===== src/rtl/rhpm_pkg.sv =====
// Shared types and constants for the rolling hash pattern matcher.
// Used by rhpm_ctrl, rhpm_dp and rolling_hash_pattern_matcher; depends on nothing.
package rhpm_pkg;

	localparam int unsigned MAX_PATTERN_DEF  = 32;
	localparam int unsigned HASH_MODULUS_DEF = 101;
	localparam int unsigned POS_W            = 32;
	localparam int unsigned BYTE_W           = 8;
	localparam int unsigned CMD_W            = 2;

	typedef enum logic [CMD_W-1:0] {
		CMD_PATTERN = 2'd0,
		CMD_TEXT    = 2'd1,
		CMD_CLEAR   = 2'd2
	} rhpm_cmd_t;

	typedef enum logic [3:0] {
		S_IDLE,
		S_DECODE,
		S_POW,
		S_PD_LOAD,
		S_PD,
		S_GONE_LOAD,
		S_GONE,
		S_SUB,
		S_WD_LOAD,
		S_WD,
		S_TXT_END,
		S_CMP_RD,
		S_CMP_CHK,
		S_EMIT
	} rhpm_state_t;

	// Operations of the shared bit-serial modular multiply unit.
	typedef enum logic [2:0] {
		MOP_NONE,
		MOP_STEP,
		MOP_LOAD_POW,
		MOP_LOAD_PD,
		MOP_LOAD_GONE,
		MOP_LOAD_WD
	} rhpm_mop_t;

	typedef struct packed {
		logic      latch;
		logic      clear_all;
		logic      restart;
		logic      pat_write;
		logic      power_one;
		rhpm_mop_t mop;
		logic      power_take;
		logic      pd_take;
		logic      wd_sub;
		logic      wd_take;
		logic      gone_read;
		logic      txt_write;
		logic      cmp_start;
		logic      cmp_read;
		logic      emit;
	} rhpm_ctl_t;

	typedef struct packed {
		logic [CMD_W-1:0] cmd;
		logic             count_zero;
		logic             count_full;
		logic             pos_ge_len;
		logic             digest_eq;
		logic             mul_last;
		logic             cmp_eq;
		logic             cmp_last;
		logic             out_free;
	} rhpm_sts_t;

endpackage


===== src/rtl/rhpm_ctrl.sv =====
// Controller state machine of the rolling hash pattern matcher.
// Sequences the datapath through commands; depends on rhpm_pkg.
module rhpm_ctrl (
	input  logic                clk,
	input  logic                arst_n,
	input  logic                in_valid,
	output logic                in_stall,
	input  rhpm_pkg::rhpm_sts_t sts,
	output rhpm_pkg::rhpm_ctl_t ctl
);
	import rhpm_pkg::*;

	rhpm_state_t state_q;
	rhpm_state_t state_d;

	always_ff @(posedge clk or negedge arst_n) begin
		if (!arst_n) begin
			state_q <= S_IDLE;
		end else begin
			state_q <= state_d;
		end
	end

	always_comb begin
		state_d = state_q;
		unique case (state_q)
			S_IDLE: begin
				if (in_valid) state_d = S_DECODE;
			end
			S_DECODE: begin
				unique case (sts.cmd)
					CMD_PATTERN: begin
						if (sts.count_full) state_d = S_IDLE;
						else if (sts.count_zero) state_d = S_PD_LOAD;
						else state_d = S_POW;
					end
					CMD_TEXT: begin
						if (sts.count_zero) state_d = S_IDLE;
						else if (sts.pos_ge_len) state_d = S_GONE_LOAD;
						else state_d = S_WD_LOAD;
					end
					default: state_d = S_IDLE;
				endcase
			end
			S_POW: begin
				if (sts.mul_last) state_d = S_PD_LOAD;
			end
			S_PD_LOAD: state_d = S_PD;
			S_PD: begin
				if (sts.mul_last) state_d = S_IDLE;
			end
			S_GONE_LOAD: state_d = S_GONE;
			S_GONE: begin
				if (sts.mul_last) state_d = S_SUB;
			end
			S_SUB: state_d = S_WD_LOAD;
			S_WD_LOAD: state_d = S_WD;
			S_WD: begin
				if (sts.mul_last) state_d = S_TXT_END;
			end
			S_TXT_END: begin
				if (sts.pos_ge_len && sts.digest_eq) state_d = S_CMP_RD;
				else state_d = S_IDLE;
			end
			S_CMP_RD: state_d = S_CMP_CHK;
			S_CMP_CHK: begin
				if (!sts.cmp_eq) state_d = S_IDLE;
				else if (sts.cmp_last) state_d = S_EMIT;
				else state_d = S_CMP_RD;
			end
			S_EMIT: begin
				if (sts.out_free) state_d = S_IDLE;
			end
			default: state_d = S_IDLE;
		endcase
	end

	always_comb begin
		ctl      = '0;
		ctl.mop  = MOP_NONE;
		in_stall = (state_q != S_IDLE);
		unique case (state_q)
			S_IDLE: begin
				ctl.latch = in_valid;
			end
			S_DECODE: begin
				unique case (sts.cmd)
					CMD_PATTERN: begin
						// Every pattern beat restarts the text, even a dropped one.
						ctl.restart = 1'b1;
						if (!sts.count_full) begin
							ctl.pat_write = 1'b1;
							if (sts.count_zero) ctl.power_one = 1'b1;
							else ctl.mop = MOP_LOAD_POW;
						end
					end
					CMD_TEXT: begin
						if (sts.count_zero) ctl.txt_write = 1'b1;
						else if (sts.pos_ge_len) ctl.gone_read = 1'b1;
					end
					CMD_CLEAR: ctl.clear_all = 1'b1;
					default: ;
				endcase
			end
			S_POW: begin
				ctl.mop        = MOP_STEP;
				ctl.power_take = sts.mul_last;
			end
			S_PD_LOAD: ctl.mop = MOP_LOAD_PD;
			S_PD: begin
				ctl.mop     = MOP_STEP;
				ctl.pd_take = sts.mul_last;
			end
			S_GONE_LOAD: ctl.mop = MOP_LOAD_GONE;
			S_GONE: ctl.mop = MOP_STEP;
			S_SUB: ctl.wd_sub = 1'b1;
			S_WD_LOAD: ctl.mop = MOP_LOAD_WD;
			S_WD: begin
				ctl.mop       = MOP_STEP;
				ctl.wd_take   = sts.mul_last;
				ctl.txt_write = sts.mul_last;
			end
			S_TXT_END: begin
				ctl.cmp_start = sts.pos_ge_len && sts.digest_eq;
			end
			S_CMP_RD: ctl.cmp_read = 1'b1;
			S_CMP_CHK: ;
			S_EMIT: ctl.emit = sts.out_free;
			default: ;
		endcase
	end

endmodule


===== src/rtl/rhpm_dp.sv =====
// Datapath of the rolling hash pattern matcher: digests, bit-serial modular
// multiply unit, pattern and text memories, byte comparator and result register.
// Depends on rhpm_pkg.
module rhpm_dp #(
	parameter int unsigned MAX_PATTERN  = rhpm_pkg::MAX_PATTERN_DEF,
	parameter int unsigned HASH_MODULUS = rhpm_pkg::HASH_MODULUS_DEF
) (
	input  logic                          clk,
	input  logic                          arst_n,
	input  logic [rhpm_pkg::CMD_W-1:0]    command,
	input  logic [rhpm_pkg::BYTE_W-1:0]   data_byte,
	input  rhpm_pkg::rhpm_ctl_t           ctl,
	output rhpm_pkg::rhpm_sts_t           sts,
	input  logic                          out_stall,
	output logic                          out_valid,
	output logic [rhpm_pkg::POS_W-1:0]    match_start
);
	import rhpm_pkg::*;

	localparam int unsigned AW = (MAX_PATTERN > 1) ? $clog2(MAX_PATTERN) : 1;
	localparam int unsigned CW = $clog2(MAX_PATTERN + 1);
	localparam int unsigned PW = CW + 1;
	localparam int unsigned DW = $clog2(HASH_MODULUS);
	localparam int unsigned SW = $clog2(BYTE_W);
	localparam logic [DW:0]   MOD    = (DW + 1)'(HASH_MODULUS);
	localparam logic [CW-1:0] MAX_C  = CW'(MAX_PATTERN);
	localparam logic [PW-1:0] MAX_P  = PW'(MAX_PATTERN);
	localparam logic [AW-1:0] LAST_A = AW'(MAX_PATTERN - 1);
	localparam logic [SW-1:0] LAST_S = SW'(BYTE_W - 1);

	logic [CMD_W-1:0]  cmd_q;
	logic [BYTE_W-1:0] byte_q;
	logic [CW-1:0]     count_q;
	logic [DW-1:0]     pd_q;
	logic [DW-1:0]     wd_q;
	logic [DW-1:0]     pow_q;
	logic [POS_W-1:0]  pos_q;
	logic [AW-1:0]     wp_q;
	logic [DW-1:0]     acc_q;
	logic [DW-1:0]     addend_q;
	logic [BYTE_W-1:0] bits_q;
	logic [SW-1:0]     step_q;
	logic [CW-1:0]     cmp_j_q;
	logic [AW-1:0]     cmp_a_q;
	logic [BYTE_W-1:0] pat_rd_q;
	logic [BYTE_W-1:0] txt_rd_q;
	logic              out_valid_q;
	logic [POS_W-1:0]  match_q;

	logic [BYTE_W-1:0] pat_mem [MAX_PATTERN];
	logic [BYTE_W-1:0] txt_mem [MAX_PATTERN];

	logic [DW:0]   dbl;
	logic [DW:0]   dbl_r;
	logic [DW:0]   sum;
	logic [DW:0]   sum_r;
	logic [DW:0]   diff;
	logic [DW:0]   diff_r;
	logic [AW-1:0] win_start;
	logic [AW-1:0] txt_rd_a;
	logic [PW-1:0] win_t;
	logic [PW-1:0] win_r;

	// One step of the multiply unit: acc = (2 * acc + bit * addend) mod M.
	// Both partial results stay below twice the modulus, so one subtract each.
	always_comb begin
		dbl   = {acc_q, 1'b0};
		dbl_r = (dbl >= MOD) ? dbl - MOD : dbl;
		sum   = dbl_r + (bits_q[BYTE_W-1] ? {1'b0, addend_q} : '0);
		sum_r = (sum >= MOD) ? sum - MOD : sum;
		diff   = {1'b0, wd_q} + MOD - {1'b0, acc_q};
		diff_r = (diff >= MOD) ? diff - MOD : diff;
	end

	// Oldest byte of the window sits pattern_count slots behind the write pointer.
	always_comb begin
		win_t     = PW'(wp_q) + MAX_P - PW'(count_q);
		win_r     = (win_t >= MAX_P) ? win_t - MAX_P : win_t;
		win_start = win_r[AW-1:0];
		txt_rd_a  = ctl.gone_read ? win_start : cmp_a_q;
	end

	always_ff @(posedge clk) begin
		if (ctl.latch) begin
			cmd_q  <= command;
			byte_q <= data_byte;
		end
		if (ctl.emit) begin
			match_q <= pos_q - POS_W'(count_q);
		end
	end

	always_ff @(posedge clk) begin
		if (ctl.pat_write) pat_mem[count_q[AW-1:0]] <= byte_q;
		if (ctl.cmp_read) pat_rd_q <= pat_mem[cmp_j_q[AW-1:0]];
	end

	always_ff @(posedge clk) begin
		if (ctl.txt_write) txt_mem[wp_q] <= byte_q;
		if (ctl.gone_read || ctl.cmp_read) txt_rd_q <= txt_mem[txt_rd_a];
	end

	always_ff @(posedge clk or negedge arst_n) begin
		if (!arst_n) begin
			count_q     <= '0;
			pd_q        <= '0;
			wd_q        <= '0;
			pow_q       <= DW'(1);
			pos_q       <= '0;
			wp_q        <= '0;
			acc_q       <= '0;
			addend_q    <= '0;
			bits_q      <= '0;
			step_q      <= '0;
			cmp_j_q     <= '0;
			cmp_a_q     <= '0;
			out_valid_q <= 1'b0;
		end else begin
			priority if (ctl.clear_all) count_q <= '0;
			else if (ctl.pat_write) count_q <= count_q + CW'(1);
			else count_q <= count_q;

			priority if (ctl.clear_all) pd_q <= '0;
			else if (ctl.pd_take) pd_q <= sum_r[DW-1:0];
			else pd_q <= pd_q;

			priority if (ctl.clear_all || ctl.power_one) pow_q <= DW'(1);
			else if (ctl.power_take) pow_q <= sum_r[DW-1:0];
			else pow_q <= pow_q;

			priority if (ctl.clear_all || ctl.restart) wd_q <= '0;
			else if (ctl.wd_sub) wd_q <= diff_r[DW-1:0];
			else if (ctl.wd_take) wd_q <= sum_r[DW-1:0];
			else wd_q <= wd_q;

			priority if (ctl.clear_all || ctl.restart) pos_q <= '0;
			else if (ctl.txt_write && (pos_q != '1)) pos_q <= pos_q + POS_W'(1);
			else pos_q <= pos_q;

			if (ctl.txt_write) begin
				wp_q <= (wp_q == LAST_A) ? '0 : wp_q + AW'(1);
			end

			unique case (ctl.mop)
				MOP_LOAD_POW: begin
					acc_q    <= pow_q;
					addend_q <= '0;
					bits_q   <= '0;
					step_q   <= '0;
				end
				MOP_LOAD_PD: begin
					acc_q    <= pd_q;
					addend_q <= DW'(1);
					bits_q   <= byte_q;
					step_q   <= '0;
				end
				MOP_LOAD_GONE: begin
					acc_q    <= '0;
					addend_q <= pow_q;
					bits_q   <= txt_rd_q;
					step_q   <= '0;
				end
				MOP_LOAD_WD: begin
					acc_q    <= wd_q;
					addend_q <= DW'(1);
					bits_q   <= byte_q;
					step_q   <= '0;
				end
				MOP_STEP: begin
					acc_q  <= sum_r[DW-1:0];
					bits_q <= {bits_q[BYTE_W-2:0], 1'b0};
					step_q <= step_q + SW'(1);
				end
				default: ;
			endcase

			priority if (ctl.cmp_start) begin
				cmp_j_q <= '0;
				cmp_a_q <= win_start;
			end else if (ctl.cmp_read) begin
				cmp_j_q <= cmp_j_q + CW'(1);
				cmp_a_q <= (cmp_a_q == LAST_A) ? '0 : cmp_a_q + AW'(1);
			end else begin
				cmp_j_q <= cmp_j_q;
				cmp_a_q <= cmp_a_q;
			end

			priority if (ctl.emit) out_valid_q <= 1'b1;
			else if (!out_stall) out_valid_q <= 1'b0;
			else out_valid_q <= out_valid_q;
		end
	end

	always_comb begin
		sts.cmd        = cmd_q;
		sts.count_zero = (count_q == '0);
		sts.count_full = (count_q == MAX_C);
		sts.pos_ge_len = (pos_q >= POS_W'(count_q));
		sts.digest_eq  = (wd_q == pd_q);
		sts.mul_last   = (step_q == LAST_S);
		sts.cmp_eq     = (pat_rd_q == txt_rd_q);
		// The index has already moved past the byte under check.
		sts.cmp_last   = (cmp_j_q == count_q);
		sts.out_free   = !out_valid_q || !out_stall;
	end

	assign out_valid   = out_valid_q;
	assign match_start = match_q;

endmodule


===== src/rtl/rolling_hash_pattern_matcher.sv =====
// Top level of the rolling hash pattern matcher: joins controller and datapath.
// Depends on rhpm_pkg, rhpm_ctrl and rhpm_dp.
//
//   channel  | handshake          | payload
//   ---------+--------------------+-----------------------
//   input    | in_valid, in_stall | command, data_byte
//   output   | out_valid,out_stall| match_start
//
// One beat is worked at a time. Clear, unused commands, a byte for a full pattern
// and a text byte with no pattern end after decode; a pattern byte then runs the
// power product (not for the first byte) and its digest, a text byte its window
// digest, after the product for the leaving byte once the window is full. When the
// digests agree, the window is compared byte by byte and a match loads the result.
// All products share one bit-serial modular multiplier and one window read port.
// arst_n clears the counts, digests and pointers; the byte memories keep no reset.
// A result waits in the output register while the next beat is taken; only a
// second match meeting a still stalled result holds the block.
module rolling_hash_pattern_matcher #(
	parameter int unsigned MAX_PATTERN  = rhpm_pkg::MAX_PATTERN_DEF,
	parameter int unsigned HASH_MODULUS = rhpm_pkg::HASH_MODULUS_DEF
) (
	input  logic                        clk,
	input  logic                        arst_n,
	input  logic                        in_valid,
	output logic                        in_stall,
	input  logic [rhpm_pkg::CMD_W-1:0]  command,
	input  logic [rhpm_pkg::BYTE_W-1:0] data_byte,
	output logic                        out_valid,
	input  logic                        out_stall,
	output logic [rhpm_pkg::POS_W-1:0]  match_start
);
	import rhpm_pkg::*;

	rhpm_ctl_t ctl;
	rhpm_sts_t sts;

	rhpm_ctrl u_ctrl (
		.clk      (clk),
		.arst_n   (arst_n),
		.in_valid (in_valid),
		.in_stall (in_stall),
		.sts      (sts),
		.ctl      (ctl)
	);

	rhpm_dp #(
		.MAX_PATTERN  (MAX_PATTERN),
		.HASH_MODULUS (HASH_MODULUS)
	) u_dp (
		.clk         (clk),
		.arst_n      (arst_n),
		.command     (command),
		.data_byte   (data_byte),
		.ctl         (ctl),
		.sts         (sts),
		.out_stall   (out_stall),
		.out_valid   (out_valid),
		.match_start (match_start)
	);

	// A result must never overwrite one that is still stalled.
	a_emit_free: assert property (@(posedge clk) disable iff (!arst_n)
		ctl.emit |-> !(out_valid && out_stall))
		else $error("result loaded over a stalled result");

	a_emit_shows: assert property (@(posedge clk) disable iff (!arst_n)
		ctl.emit |=> out_valid)
		else $error("loaded result not presented");

	a_accept_busy: assert property (@(posedge clk) disable iff (!arst_n)
		(in_valid && !in_stall) |=> in_stall)
		else $error("second beat taken while the first is being worked");

	a_pattern_room: assert property (@(posedge clk) disable iff (!arst_n)
		ctl.pat_write |-> !sts.count_full)
		else $error("pattern byte written past the store");

endmodule

===== config.mk =====
export PLATFORM = sky130hd
export DESIGN_NAME = rolling_hash_pattern_matcher
export DESIGN_NICKNAME = d
export VERILOG_FILES = /design/src/rtl/rhpm_pkg.sv /design/src/rtl/rhpm_ctrl.sv /design/src/rtl/rhpm_dp.sv /design/src/rtl/rolling_hash_pattern_matcher.sv
export SDC_FILE = /design/constraint.sdc
export NUM_CORES = 1
export LEC_CHECK = 0
export BUFFER_PORTS_ARGS = -buffer_cell sky130_fd_sc_hd__buf_2
export CAP_MARGIN = 0
export CORE_MARGIN = 4
export CORE_UTILIZATION = 57
export DETAILED_ROUTE_END_ITERATION = 8
export PLACE_DENSITY = 0.81
export SYNTH_ARGS = -nofsm -noshare
export SYNTH_HDL_FRONTEND = slang
export SYNTH_HIERARCHICAL = 1
export SYNTH_SLANG_ARGS = --single-unit

===== constraint.sdc =====
create_clock -name clk -period 5.34 [get_ports clk]
set_clock_uncertainty 0.1 [all_clocks]
set_input_delay 1.068 -clock clk [delete_from_list [all_inputs] [get_ports clk]]
set_output_delay 1.068 -clock clk [all_outputs]
set_load 0.02 [all_outputs]

; Word-level counts from Yosys, hierarchy flattened
; Memory sizes are Yosys's and may differ from the RTL's. A register that Yosys moved wholly into a read port is not among the register bits.
; Index checks and enable logic that the tools add are counted.
[op_classes]
muxes = 68
eq_ne = 35
n_addsub = 16
order_cmp = 5
reduce_logical = 26
[ops]
columns = cell, count
row1 = 7-bit two-way mux, 10
row2 = 32-bit two-way mux, 2
row3 = 4-bit case mux with 14 select lines, 1
row4 = 4-bit two-way mux, 12
row5 = 5-bit two-way mux, 7
row6 = 7-bit case mux with 5 select lines, 1
row7 = 32-bit by 1-bit adder with 32-bit output (second input constant), 1
row8 = 32-bit by 6-bit greater-or-equal comparator with 1-bit output, 1
row9 = 32-bit inequality test (second input constant), 1
row10 = 8-bit case mux with 4 select lines, 1
row11 = 32-bit by 6-bit subtractor with 32-bit output, 1
row12 = 6-bit two-way mux, 5
row13 = 4-bit equality test (second input constant), 6
row14 = 8-bit by 7-bit greater-or-equal comparator with 1-bit output (second input constant), 3
row15 = 7-bit case mux with 3 select lines, 1
row16 = 1-bit two-way mux, 20
row17 = 4-bit by 3-bit equality test with 1-bit output (second input constant), 4
row18 = 3-bit case mux with 5 select lines, 1
row19 = 7-bit subtractor (second input constant), 2
row20 = 6-bit by 1-bit adder with 6-bit output (second input constant), 2
row21 = 2-bit by 1-bit inequality test with 1-bit output (second input constant), 6
row22 = 2-bit nonzero test, 6
row23 = 5-bit by 1-bit adder with 5-bit output (second input constant), 2
row24 = 5-bit equality test (second input constant), 2
row25 = other kinds (39), 52
[totals]
register_bits = 147
in_bits = 14
ramBits = 512
n_memories = 2
out_inout_bits = 34
word_cells = 169
[memory_table]
columns = memory, words, word_bits, rd, rd_clocked_by_memory_dff, write_ports, line
row1 = u_dp.pat_mem, 32, 8, 1, 1, 1, rhpm_dp.sv:50  ; logic [BYTE_W-1:0] pat_mem [MAX_PATTERN];
row2 = u_dp.txt_mem, 32, 8, 1, 1, 1, rhpm_dp.sv:51  ; logic [BYTE_W-1:0] txt_mem [MAX_PATTERN];

; Longest topological paths before layout
; Gate-level depths: netlist (run 1).
[logic_depth]
depth_word = 8
mapped_depth = 23
ltp_nobuf = 20

; Hierarchy
; The synthesis (run 1) kept the hierarchy.
[modules_own_cells]
columns = mod, cells_per_inst, seq_area_each_um2, area_each_um2, instances
row1 = rhpm_dp, 2231, 19645.1, 29729.8, 1
row2 = rhpm_ctrl, 85, 100.1, 635.6, 1

; Least setup slack after synthesis (run 1)
; OpenSTA, ideal clock, no wires.
[synth_timing]
path_type = input to register
from = in out_stall
to = reg u_dp.match_q[0] (netlist: u_dp/match_start[0]) (enable)
n_path_buf = 0
t_arrival_ns = 4.548
setup_time_ns = 0.515
required_time_ns = 4.725
stages = 2
slack_ns = 0.177
path_cell_list = nand2_1 nor4b_1
[synth_lines]
columns = element, line
row1 = "start, declared", rolling_hash_pattern_matcher.sv:29  ; input logic out_stall,
row2 = "end signal, assigned", rhpm_dp.sv:89  ; match_q <= pos_q - POS_W'(count_q);
row3 = "end, declared", rhpm_dp.sv:48  ; logic [POS_W-1:0] match_q;

==> flow_summary.ini, run 1 <==
[run_status]
outcome = finished clean

[global_route]
grt_pass1_wl_mm = 113
grt_max_degree = 103
grt_usage = 0.254
antenna_found_initial = 0
overflow = 0
grt_pass1_vias = 19814

[timing]
rsz0062_at_grt = false
fin_tns_setup_ns = 0
setup_ws_ns = 0.178
worstMarginPinSlew_ns = 1.26
finalMaxSlewViolations = 0
min_period_over_period = 0.967
finalHoldViolations = 0
period_minus_slack_ns = 5.16
finalSetupViolations = 0
fmax_ghz = 0.194
relSlewSlack = 0.151

[placement]
hpwlAfterDp_mm = 43.8
placed_cells = 2978
preCtsSetupSlack_ns = 0.126
routabilityCongestion = 0.902
placed_area_um2 = 31500
io_buffer_count = 47

[drt]
drt_iter0_drc = 2860
ant_nets = 0
drt_wl_total_mm = 73.3
vias_per_cell = 6.50
dr.pass1.iters = 7
remaining_drc_errors = 0
post_drt_wl_per_cell_um = 23.7
num_vias = 20145

[critical_path]
worstPathRequired_ns = 5.64
startpoint_type = register
critPathArrivalTime_ns = 5.47
cp-end-kind = register
cp_max_fo = 102
crit_type = reg2reg

[clock_network]
cts_buffer_depth = 3
h-tree-depth = 3
cts_tree = yes
postCtsSetupRepairBufs = 0
clock-sinks = 675
numCtsBuffers = 68
insertion_delay_ns = 0.61
clkSlewWorstSetupHoldPaths_ns = 0.07
cts-root-buf = clkbuf_16
cts_hold_buf = 0
cts-resized-gates = 0

[synth]
synth_xor_area_frac = 0.0300
synth_area_leader_cell = edfxtp_1
synth_top_family_by_area = simple AND/OR/NAND/NOR gates
ys_types = 84
ys_ff_latch = 675
ys_seq_area_frac = 0.650
synthMuxAreaShare = 0.0731
yosysWarnings = 6
synthAdderAreaFrac = 0.0241
syn_area_um2 = 30400
syn-num-nets = 2386
yosysTopAreaCellShare = 0.564
synth_common_cells = 570 x edfxtp_1, 359 x nand2_1, 169 x nor2_1
synth_edf_count = 570
async_reset_ff_frac = 0.156
syn-mean-instance-area_um2 = 13.1
synthFlopType = edfxtp_1
synth_area_leaders = edfxtp_1 56%, dfrtp_1 8.6%, mux4_2 5.9%
synth_cells = 2316
synth_most_common_cell = edfxtp_1
synth_simple_gate_area_frac = 0.127
synth-compound-area-share = 0.0705

[flow_run]
cap_violations = 0

[cells_and_area]
nets = 2432
drive_above_1_share = 0.141
area_growth_pct = 10.7
diodes = 0
final_area_um2 = 33600
fin_cells = 3099
post-route-util = 0.638

[worst_hold_path]
hold_class = reg2reg

[floorplanning]
die_y_um = 239
row_count = 84
start_util = 0.577
dieArea_um2 = 57000
die_w_um = 239
ios = 48
coreArea_um2 = 52700

[power_and_ir_drop]
p_int_mw = 11.4
p_clk_frac = 0.248
leakage_nw = 11.9
max-vdd-ir-drop_mv = 0.374
seqPwrFrac = 0.372
powerDensity_nw_per_um2 = 540
switching_share = 0.370
comb_power_share = 0.380
power.switching_mw = 6.70
flip-flops by register name, indices dropped and copies added (netlist names):
name              flops
u_dp/out_valid        1
u_dp/cmp_j_q          6
u_dp/txt_mem        256
u_dp/step_q           3
u_dp/wp_q             5
u_dp/pat_mem        256
u_dp/wd_q             7
u_dp/pd_q             7
u_dp/byte_q           8
u_dp/addend_q         7
u_dp/pow_q            7
u_dp/txt_rd_q         8
u_dp/pos_q           32
u_dp/cmd_q            2
u_dp/pat_rd_q         8
u_dp/bits_q           8
u_dp/match_start     32
u_dp/cmp_a_q          5
u_dp/count_q          6
u_ctrl/state_q        4
u_dp/acc_q            7
layout make-up:
cell class | instances | area [um^2]
inverters | 60 | 225
flip-flops and latches | 675 | 19800
well taps | 688 | 861
repair buffers | 103 | 741
fillers | 3577 | 19100
clock buffers | 82 | 1820
clock inverters | 37 | 249
multi-input cells | 1454 | 9960
metal layers:
metal	share of wire	up-vias	track usage
li1	-	8709	-
met1	0.37	9871	0.342
met2	0.49	1343	0.421
met3	0.099	222	0.0440
met4	0.036	0	0.0971
met5	0	-	0.00337
layout by cell type (no fill, tap or decap), types with 6 or more instances in the layout:
cell type and count:
a211oi_1 17, a21o_1 8, a21oi_1 77, a221oi_1 10, a22o_1 9, a22oi_1 16, a311oi_1 28, a31oi_1 25
and2_1 11, and3_1 31, buf_2 46, buf_4 48, clkbuf_1 11, clkbuf_16 72, clkinv_1 16, clkinv_2 12
dfrtp_1 102, edfxtp_1 570, ha_1 52, inv_1 58, mux2_2 22, mux2i_1 15, mux4_2 80, nand2_1 359
nand2b_1 16, nand3_1 130, nand4_1 17, nor2_1 167, nor2b_1 12, nor3_1 43, nor3b_1 6, nor4_1 6
o21ai_0 73, o22ai_1 9, or3_1 12, xnor2_1 54, xor2_1 50
critical path: stages (launching register included):
cell and delay, ns:
dfrtp_1 0.46, or4_4 0.59, or3_4 0.36, or4_4 0.43
or3_1 0.34, a2111o_1 0.43, and4bb_1 0.22, and3_4 0.26
mux2i_4 0.20, buf_12 0.36, nand2_1 0.14, nand3_1 0.13
nand2_1 0.07, o21ai_0 0.31, o22ai_1 0.18, a221oi_1 0.25
final timing paths:
path,from,end,slack (ns),depth (start not counted)
min in group asynchronous,arst_n,u_dp/pos_q[24],0.49,1
setup / recovery,u_dp/pos_q[23],u_dp/txt_rd_q[7],0.18,15
hold reg to reg,u_dp/bits_q[4],u_dp/bits_q[4],0.43,2
max in group asynchronous,arst_n,u_dp/pow_q[0],3.54,2
hold / removal,u_dp/bits_q[4],u_dp/bits_q[4],0.43,2
setup reg to reg,u_dp/pos_q[23],u_dp/txt_rd_q[7],0.18,15
cells by family (layout without fill, tap and decap cells):
group	count (synthesis)	after routing
mux	119	119
buf+inv	187	282
fa+ha+maj	56	56
xor+xnor	104	104
flops	675	675
compound gates	326	326
simple gates	849	849
power by group through the flow:
| stage | clock, mW | combinational [mW] | sequential (mW) |
|---|---|---|---|
| 2_1_floorplan | 0 | 4.79 | 6.71 |
| 3_3_place_gp | 0 | 6.32 | 6.81 |
| 3_5_place_dp | 0 | 6.59 | 6.84 |
| 4_1_cts | 4.55 | 6.70 | 6.74 |
| 5_1_grt | 4.79 | 7.47 | 6.79 |
| 6_report | 4.50 | 6.89 | 6.75 |
per-stage QoR:
| stage | hold WS, ns | total power [mW] |
|---|---|---|
| 6_report | 0.427 | 18.1 |
| 5_1_grt | 0.447 | 19.1 |
| 4_1_cts | 0.427 | 18.0 |
| 3_5_place_dp | 0.413 | 13.4 |
| 3_3_place_gp | 0.402 | 13.1 |
| 2_1_floorplan | 0.380 | 11.5 |
No activity file was read; power rests on OpenSTA's default activity.
==> inputs of run 2 (changes only) <==
--- a/config.mk
+++ b/config.mk
@@ -11,7 +11,9 @@
 export CORE_UTILIZATION = 57
 export DETAILED_ROUTE_END_ITERATION = 8
 export PLACE_DENSITY = 0.81
+export REMOVE_ABC_BUFFERS = 1
 export SYNTH_ARGS = -nofsm -noshare
 export SYNTH_HDL_FRONTEND = slang
 export SYNTH_HIERARCHICAL = 1
 export SYNTH_SLANG_ARGS = --single-unit
+export TNS_END_PERCENT = 10
==> flow_summary.ini, run 2 (synthesis gave the netlist of run 1 again) <==
[drt]
vias_per_cell = 6.44
dr.pass1.iters = 5
drt_wl_total_mm = 74.1
drt_iter0_drc = 2771
post_drt_wl_per_cell_um = 23.8
ant_nets = 0
remaining_drc_errors = 0
num_vias = 20059

[timing]
fin_tns_setup_ns = 0
finalHoldViolations = 0
period_minus_slack_ns = 5.19
relSlewSlack = 0.0910
min_period_over_period = 0.972
finalSetupViolations = 0
rsz0062_at_grt = false
fmax_ghz = 0.193
setup_ws_ns = 0.150
finalMaxSlewViolations = 0
worstMarginPinSlew_ns = 1.35

[global_route]
grt_max_degree = 71
overflow = 0
grt_pass1_wl_mm = 115
antenna_found_initial = 0
grt_pass1_vias = 19565
grt_usage = 0.259

[critical_path]
slowest_delay_ns = 0.55
cp_slowest_cell = or4_4
r2r-start = u_dp/pos_q[22]
crit_chain = or4_4 -> or3_4 -> or4_4 -> or3_1 -> a2111o_1 -> and4bb_1 -> and3_4 -> nor2_4 -> a21o_4 -> buf_4 -> nand2_1 -> and3_1 -> a311oi_1 -> a31oi_1 -> a221oi_1
startpoint_type = register
cp_num_buf_inv = 1
crit_type = reg2reg
cp-end-kind = register
cpMostUsedCell = or4_4
worstPathRequired_ns = 5.63
cp_top_family = simple AND/OR/NAND/NOR gates
startpoint = u_dp/pos_q[22]
cp_max_fo = 12
critPathArrivalTime_ns = 5.48

[placement]
placed_area_um2 = 31500
io_buffer_count = 47
preCtsSetupSlack_ns = -0.0784
placed_cells = 2982
hpwlAfterDp_mm = 44.9
routabilityCongestion = 0.936

[clock_network]
insertion_delay_ns = 0.62
h-tree-depth = 3
clock-sinks = 675
cts_buffer_depth = 3
cts_hold_buf = 0
cts-root-buf = clkbuf_16
clkSlewWorstSetupHoldPaths_ns = 0.06
numCtsBuffers = 70
cts_tree = yes

[cells_and_area]
area_growth_pct = 11.5
final_area_um2 = 33900
fin_cells = 3115
fillCellCount = 3611
final_cell_mix = 570 x edfxtp_1, 359 x nand2_1, 167 x nor2_1
drive_above_1_share = 0.149
nets = 2444
diodes = 0
mostFrequentLayoutCell = edfxtp_1

[floorplanning]
ios = 48
die_w_um = 239
row_count = 84
start_util = 0.577
dieArea_um2 = 57000
die_y_um = 239
coreArea_um2 = 52700

[power_and_ir_drop]
p_total_mw = 18.5
leakage_nw = 12.0
max-vdd-ir-drop_mv = 0.326
powerDensity_nw_per_um2 = 545

[worst_hold_path]
hold_start = u_dp/bits_q[6]
hold_class = reg2reg

[flow_run]
cap_violations = 0

[run_status]
outcome = finished clean
[run 2: cell count changes in the layout (fill, tap and decap cells not counted), moves of 2 or more]
cell,before,now
nor3_2,2,5
bufinv_16,2,5
buf_6,4,0
clkbuf_4,0,2
clkbuf_1,11,15
clkbuf_8,0,2
clkinvlp_4,2,4
clkinv_1,16,9
buf_4,48,59
clkinv_4,4,1
nor3_1,43,40
clkinv_8,0,4
[run 2: repair_timing]
action                                  4_1_cts  5_1_grt
gates cloned                                  1        0
pin swaps                                     1        1
buffers inserted                              0        5
resized for setup                             2        4
endpoints found under the setup margin        4        6
[run 2: tightest hold or removal path, cell delays in order (launching register included)]
cell	delay [ns]
dfrtp_1	0.36
a21oi_1	0.07
o21ai_0	0.06
[run 2: layout make-up]
cell class / count / area (um^2) / area share
multi-input cells: 1455 / 9990 / 0.295
clock buffers: 88 / 1860 / 0.0549
clock inverters: 37 / 387 / 0.0114
repair buffers: 112 / 796 / 0.0235
flip-flops and latches: 675 / 19800 / 0.583
well taps: 688 / 861 / 0.0254
inverters: 60 / 225 / 0.00665
[run 2: worst paths after layout]
check                                   end  slack [ns]  cells past startpoint
max                        u_dp/txt_rd_q[3]        0.15                     15
max reg2reg                u_dp/txt_rd_q[3]        0.15                     15
min in group asynchronous  u_dp/addend_q[3]        0.50                      1
min reg2reg                  u_dp/bits_q[6]        0.43                      2
min                          u_dp/bits_q[6]        0.43                      2
max in group asynchronous    u_dp/pos_q[25]        3.61                      2
[run 2: where the power goes]
part           internal, mW  switching (mW)
registers              6.31           0.435
logic                  2.65            4.31
clock network          2.74            2.02
total                  11.7            6.77
[run 2: layer usage]
| layer | GRT usage | share of wire | vias up |
|---|---|---|---|
| li1 | - | - | 8764 |
| met1 | 0.356 | 0.38 | 9887 |
| met2 | 0.420 | 0.48 | 1221 |
| met4 | 0.101 | 0.038 | 0 |
| met3 | 0.0452 | 0.097 | 187 |
| met5 | 0 | 0 | - |
[run 2: stage by stage]
stage,hold WS (ns),utilization
floorplan,0.380,-
global placement,0.399,0.598
detailed placement,0.414,0.598
CTS,0.430,0.641
global route,0.448,0.643
finish,0.431,0.643
